$ cat config.mk
export PLATFORM = sky130hd
export DESIGN_NAME = bbc_div
export DESIGN_NICKNAME = d
export VERILOG_FILES = /design/src/design/blackbody_color_from_temperature_macros.svh /design/src/design/bbc_div.sv
export SDC_FILE = /design/constraint.sdc
export NUM_CORES = 2
export LEC_CHECK = 0
export BUFFER_PORTS_ARGS = -buffer_cell sky130_fd_sc_hd__clkbuf_2
export CAP_MARGIN = 20
export CORE_ASPECT_RATIO = 1.5
export CORE_MARGIN = 3
export CORE_UTILIZATION = 35
export DETAILED_ROUTE_END_ITERATION = 16
export HOLD_SLACK_MARGIN = 0.15
export SETUP_SLACK_MARGIN = 0.2
export SYNTH_ARGS = -nofsm -noshare
export SYNTH_HDL_FRONTEND = slang
export SYNTH_SLANG_ARGS = --single-unit
$ cat constraint.sdc
create_clock -name clk -period 19.85 [get_ports clk]
set_input_delay 5.955 -clock clk [delete_from_list [all_inputs] [get_ports clk]]
set_output_delay 5.955 -clock clk [all_outputs]
set_load 0.05 [all_outputs]
$ cat src/design/blackbody_color_from_temperature_macros.svh
// Assertion macros for the blackbody color pipeline.
// Used by blackbody_color_from_temperature.sv; expects clk and arst_n in scope.
`ifndef BLACKBODY_COLOR_FROM_TEMPERATURE_MACROS_SVH
`define BLACKBODY_COLOR_FROM_TEMPERATURE_MACROS_SVH

// pre implies post in the same cycle
`define BBC_ASSERT_IMP(lbl, pre, post, msg) \
	lbl: assert property (@(posedge clk) disable iff (!arst_n) (pre) |-> (post)) else $error(msg);

// pre implies post in the next cycle
`define BBC_ASSERT_NXT(lbl, pre, post, msg) \
	lbl: assert property (@(posedge clk) disable iff (!arst_n) (pre) |=> (post)) else $error(msg);

`endif

$ cat src/design/bbc_div.sv
// Pipelined restoring divider, BPS quotient bits per stage, side data carried along.
// Starting remainder must be below the divisor. No package dependency.
`timescale 1ns / 1ps
`default_nettype none

module bbc_div #(
	parameter int unsigned DW  = 33,
	parameter int unsigned QW  = 30,
	parameter int unsigned SW  = 1,
	parameter int unsigned BPS = 2
) (
	input  wire logic          clk,
	input  wire logic          arst_n,
	input  wire logic          en,
	input  wire logic          in_vld,
	input  wire logic [DW-1:0] in_rem,
	input  wire logic [QW-1:0] in_low,
	input  wire logic [DW-1:0] in_den,
	input  wire logic [SW-1:0] in_side,
	output logic               out_vld,
	output logic      [QW-1:0] out_quo,
	output logic      [SW-1:0] out_side
);

	localparam int unsigned NS = QW / BPS;

	logic          vld_s  [NS+1];
	logic [DW-1:0] rem_s  [NS+1];
	logic [QW-1:0] low_s  [NS+1];
	logic [DW-1:0] den_s  [NS+1];
	logic [SW-1:0] side_s [NS+1];

	assign vld_s[0]  = in_vld;
	assign rem_s[0]  = in_rem;
	assign low_s[0]  = in_low;
	assign den_s[0]  = in_den;
	assign side_s[0] = in_side;

	for (genvar g = 0; g < NS; g++) begin : g_stage
		logic [DW-1:0] r_c [BPS+1];
		logic [QW-1:0] l_c [BPS+1];

		always_comb begin
			logic [DW:0] tr;
			r_c[0] = rem_s[g];
			l_c[0] = low_s[g];
			for (int j = 0; j < BPS; j++) begin
				tr = {r_c[j], l_c[j][QW-1]};
				if (tr >= {1'b0, den_s[g]}) begin
					tr = tr - {1'b0, den_s[g]};
					l_c[j+1] = {l_c[j][QW-2:0], 1'b1};
				end else begin
					l_c[j+1] = {l_c[j][QW-2:0], 1'b0};
				end
				r_c[j+1] = tr[DW-1:0];
			end
		end

		always_ff @(posedge clk or negedge arst_n) begin
			if (!arst_n) begin
				vld_s[g+1] <= 1'b0;
			end else if (en) begin
				vld_s[g+1] <= vld_s[g];
			end
		end

		always_ff @(posedge clk) begin
			if (en) begin
				rem_s[g+1]  <= r_c[BPS];
				low_s[g+1]  <= l_c[BPS];
				den_s[g+1]  <= den_s[g];
				side_s[g+1] <= side_s[g];
			end
		end
	end

	assign out_vld  = vld_s[NS];
	assign out_quo  = low_s[NS];
	assign out_side = side_s[NS];

endmodule

`default_nettype wire

== After elaboration in Yosys (flattened, before gate mapping) ==
Index checks and enable logic that the tools add are counted.

* Add/sub/neg operators: 29
* Magnitude comparators: 30
* Multiplexer cells: 59

{| class="wikitable"
|+ Operators by type and width
! cell !! number
|-
| 34-bit by 33-bit >= comparator with 1-bit output || 30
|-
| 33-bit 2-to-1 mux || 29
|-
| 33-bit subtractor || 29
|-
| 1-bit 2-to-1 mux || 30
|}

* Register bits: 1404

== Longest topological paths before layout ==
* Word-level depth: 4
* Gate-level depth with buffers: 31

== Worst setup path before layout ==
OpenSTA, ideal clock, no wires.

* Path type: input port to flip-flop
* Start: input port in_low[29]
* End: register rem_s (netlist bit g_stage[1].r_c[73]) (data pin)
* Setup time: 0.270 ns
* Data arrival time: 11.552 ns
* Required time: 19.580 ns
* Path slack: 8.028 ns
* Stages: 29
* Path buffers: 6
* Path through: inv_1 -> ha_1 -> inv_1 -> fa_1 -> a21o_1 -> a21oi_1 -> o21ai_0 -> or3b_2 -> nand4_1 -> a311oi_1 -> o311a_1 -> clkinv_1 -> buf_2 -> buf_1 -> nor2_1 -> nor2_1 -> ha_1 -> clkbuf_1 -> and4_1 -> nand2_1 -> o31ai_1 -> a31oi_1 -> o31ai_1 -> a211oi_1 -> o211ai_1 -> buf_2 -> buf_2 -> buf_1 -> a21oi_1

* Word-level cells in the longest chain between the ends: 4
* Elaborated cells on any way between the ends: 6

{| class="wikitable"
|+ RTL lines
! element !! RTL line !! text
|-
| start, declared || bbc_div.sv:17 || <nowiki>input wire logic [QW-1:0] in_low,</nowiki>
|-
| 33-bit subtractor or 34-bit by 33-bit >= comparator with 1-bit output (tied branches) || bbc_div.sv:50, bbc_div.sv:49 ||
|-
| 33-bit 2-to-1 mux (*) || bbc_div.sv:49 || <nowiki>if (tr >= {1'b0, den_s[g]}) begin</nowiki>
|-
| 33-bit subtractor or 34-bit by 33-bit >= comparator with 1-bit output (tied branches) || bbc_div.sv:50, bbc_div.sv:49 ||
|-
| 33-bit 2-to-1 mux (*) || bbc_div.sv:49 ||
|-
| named net g_stage[0].$4.tr[7] || bbc_div.sv:44 || <nowiki>logic [DW:0] tr;</nowiki>
|-
| end signal, assigned by index || bbc_div.sv:69 || <nowiki>rem_s[g+1] <= r_c[BPS];</nowiki>
|-
| end, declared || bbc_div.sv:28 || <nowiki>logic [DW-1:0] rem_s [NS+1];</nowiki>
|}

The timed path passes the listed nets; every way through them passes the cells marked *.
A chain may end at the register's enable or synchronous reset.

== Worst setup path after layout ==
* Start: input port in_den[12]
* End: register rem_s (netlist bit g_stage[1].r_c[97]) (data pin)

* Word-level cells in the longest chain between the ends: 4
* Elaborated cells on any way between the ends: 6

{| class="wikitable"
|+ RTL lines
! element !! RTL line !! text
|-
| start, declared || bbc_div.sv:18 || <nowiki>input wire logic [DW-1:0] in_den,</nowiki>
|-
| 33-bit subtractor or 34-bit by 33-bit >= comparator with 1-bit output (tied branches) || bbc_div.sv:50, bbc_div.sv:49 ||
|-
| 33-bit 2-to-1 mux || bbc_div.sv:49 ||
|-
| 33-bit subtractor or 34-bit by 33-bit >= comparator with 1-bit output (tied branches) || bbc_div.sv:50, bbc_div.sv:49 ||
|-
| 33-bit 2-to-1 mux (*) || bbc_div.sv:49 ||
|-
| named net g_stage[0].$4.tr[31] || bbc_div.sv:44 ||
|}

Marks and branches as above.

==> results.txt <==
----------------------------------------------------
[Detailed routing]
  Iter 0 DRT Violations ... between 3000 and 4000
  Drt wl/cell ... between 20 and 25 um
  Wire length reported by the detailed router ... approximately 300000 um
  Number of detailed-routing iterations run before antenna repair ... 5
  Number of nets with antenna violations after routing ... 0
  DRC viols ... 0
  Vias per Instance ... ~5.5
  Via Count ... slightly below 80000

[Critical path]
  Origin of the critical flop-to-flop path ... g_stage[3].l_c[89]
  Worst Path Arrival ... between 10 and 15 ns
  Reg2reg setup slack ... roughly 11 ns
  Worst Reg-to-Reg Cells ... 26
  Worst-path cell with the longest stage delay ... sky130_fd_sc_hd__o311ai_0
  Data required time at the worst endpoint ... 20.45 ns
  Dominant delay contributor by cell family on the critical path ... compound AO/OA/AOI/OAI gates
  Setup crit start kind ... input pin
  Capturing element type of the critical path ... register
  Worst R2R End ... g_stage[4].r_c[93]
  Crit path largest cell delay ... 0.78 ns
  Crit-path max FO ... between 40 and 50
  Path type of the worst setup path ... input pin to register
  Bufs and invs on worst path ... 6

[Finish]
  Final core occ ... approximately two fifths
  Number of nets in the final layout ... about 11000
  Leading cell types in the layout, fill and taps excluded ... sky130_fd_sc_hd__edfxtp_1, sky130_fd_sc_hd__ha_1, sky130_fd_sc_hd__a21oi_1
  Leading cell type in the layout, fill and taps excluded ... sky130_fd_sc_hd__edfxtp_1
  Area delta synth->final ... 10.4%
  Fin cells ... about 14000
  Fraction of final layout cells sized beyond drive strength 1 ... 10.8%

[Clock network]
  Number of resized instances in the post-cts repair step ... 0
  Number of buffers created by CTS ... ~170
  Worst-path clk slew ... 0.06 ns
  Maximum buffer depth of the clock tree ... 4
  Buffer cell driving the clock tree root ... sky130_fd_sc_hd__clkbuf_16
  Clock network latency to the later pin of the worst-skew pair ... slightly below 0.9 ns
  Post-CTS Repair Setup Buffers ... 0
  CTS tree ... built
  Number of clock sinks ... around 1400
  Hold bufs inserted after CTS ... 0
  Number of levels in the clock H-tree ... 4

[Floorplanning]
  CORE AREA ... 290000 um2
  Number of placement rows ... about 240
  Initial Utilization ... 35.2%
  Die Footprint ... 298000 um2
  Die boundary width ... 447 um
  Die height ... about 670 um
  I/O pin cnt ... between 100 and 150

[Run status]
  Result of the run ... complete, no violations

[Global route]
  Via count of the first global-routing pass ... slightly above 80000
  Wire length of the first global-routing pass ... about 450000 um
  Total congestion overflow after global routing ... 0
  Antenna violations before repair ... 4
  Largest net degree at the start of global routing ... roughly 130
  GR Util All Layers ... between 10% and 20%

[STA]
  Worst clock skew ... approximately 0.13 ns
  Slew Limit Headroom ... around 16%
  Post-route minimum period ... about 13 ns
  Setup repair after global routing missed its margin ... no
  Final critical-path share of the clock period ... 64.4%
  Setup-failing EPs final ... 0
  Actual transition at the worst max-transition pin ... 1.24 ns
  Setup TNS ... 0 ns
  Final number of max-transition violations ... 0
  Maximum achievable frequency ... approximately 78 MHz
  Final Hold Violating Endpoints ... 0

[Yosys]
  Top cell type's share of synthesized area ... approximately 41%
  Share of flip-flops with an asynchronous set or reset after synthesis ... under 10%
  Most instantiated flip-flop cell in the synthesis netlist ... sky130_fd_sc_hd__edfxtp_1
  Post-synthesis cell area ... between 100000 and 150000 um2
  Sequential cell area fraction in the yosys report ... 41.2%
  Mapped Cells ... about 10000
  Yosys warns ... 0
  Net count of the mapped netlist ... ~11000
  Number of enable flip-flop cells after synthesis ... approximately 1400
  Syn avg cell area ... approximately 10 um2
  Top cells by area, synth ... sky130_fd_sc_hd__edfxtp_1, sky130_fd_sc_hd__ha_1, sky130_fd_sc_hd__mux2_2
  Largest area contributor in the synthesized netlist ... sky130_fd_sc_hd__edfxtp_1
  Post-synthesis register bit count ... about 1400
  Number of distinct library cell variants in the gate-level netlist after synthesis ... 96

[Place]
  HPWL after detailed placement ... 245000 um
  Number of buffer cells added on primary ports ... 132
  RePlAce Congestion ... ~1
  Placed cells ... about 14000

[Min path]
  Startpoint of the worst hold path ... g_stage[12].l_c[67]
  Worst Hold Path EP ... g_stage[13].l_c[69]
  Min-delay worst type ... register to register
  Depth of the worst hold-timing path ... 0

[Flow run]
  Max-cap violations ... 0

----------------------------------------------------
-- logic make-up after synthesis --
family | share of synthesized area [%]
compound gates | 18.4
xor+xnor | 6.89
simple gates | 10.4
mux | 6.58
fa+ha+maj | 12.7
buf+inv | 3.82
flops | 41.2
-- worst max-delay path by stage --
stage	from	end	slack, ns	depth (start not counted)
2_1_floorplan	in_low[29]	g_stage[1].r_c[73]	8.03	29
6_report	in_den[12]	g_stage[1].r_c[97]	7.07	28
3_5_place_dp	in_low[29]	g_stage[1].r_c[97]	5.79	29
5_1_grt	in_low[29]	g_stage[1].r_c[97]	6.33	29
3_3_place_gp	in_low[29]	g_stage[1].r_c[97]	5.62	29
4_1_cts	in_low[29]	g_stage[1].r_c[97]	6.72	29
-- flip-flops by register name, indices dropped and copies added (netlist names) --
register / count
vld_s: 14
den_s: 462
out_side: 1
out_vld: 1
g_stage.l_c: 420
side_s: 14
g_stage.r_c: 462
out_quo: 30
-- Yosys cell counts, types with 119 or more instances --
cell type	number
sky130_fd_sc_hd__mux2_2	535
sky130_fd_sc_hd__edfxtp_1	1389
sky130_fd_sc_hd__xor2_1	239
sky130_fd_sc_hd__nor2_1	607
sky130_fd_sc_hd__ha_1	990
sky130_fd_sc_hd__clkbuf_1	127
sky130_fd_sc_hd__o21ai_0	570
sky130_fd_sc_hd__nor3_1	123
sky130_fd_sc_hd__nand2_1	607
sky130_fd_sc_hd__nand3_1	204
sky130_fd_sc_hd__inv_1	793
sky130_fd_sc_hd__o21bai_1	142
sky130_fd_sc_hd__xnor2_1	564
sky130_fd_sc_hd__nor2b_1	119
sky130_fd_sc_hd__a21o_1	534
sky130_fd_sc_hd__a21oi_1	986
sky130_fd_sc_hd__nand4_1	129
-- cell type report --
type | instances | area (um2)
antenna | 12 | 30.0
inverter | 800 | 3000
multi-input combinational | 7606 | 56200
clock inverter | 96 | 928
tap | 3782 | 4730
sequential | 1404 | 42100
fill | 28600 | 177000
timing repair buffer | 221 | 1350
clock buffer | 200 | 4380
-- routing by layer --
metal	up-vias	track usage [%]	wire, um
li1	37600	-	-
met1	37100	14.5	86600
met2	1527	41.4	175000
met3	956	2.03	6870
met4	0	18.6	33100
met5	-	0	0
-- stage by stage --
stage | cell area, um2 | worst slack (ns) | hold slack (ns)
2_1_floorplan | 102000 | 8.03 | 0.400
3_3_place_gp | 107000 | 5.62 | 0.402
3_5_place_dp | 107000 | 5.79 | 0.405
4_1_cts | 113000 | 6.72 | 0.345
5_1_grt | 113000 | 6.33 | 0.358
6_report | 113000 | 7.07 | 0.355
Power is left out: the tool's default activity adds up to more than one toggle a clock period on the data nets, which glitch-free logic cannot reach.
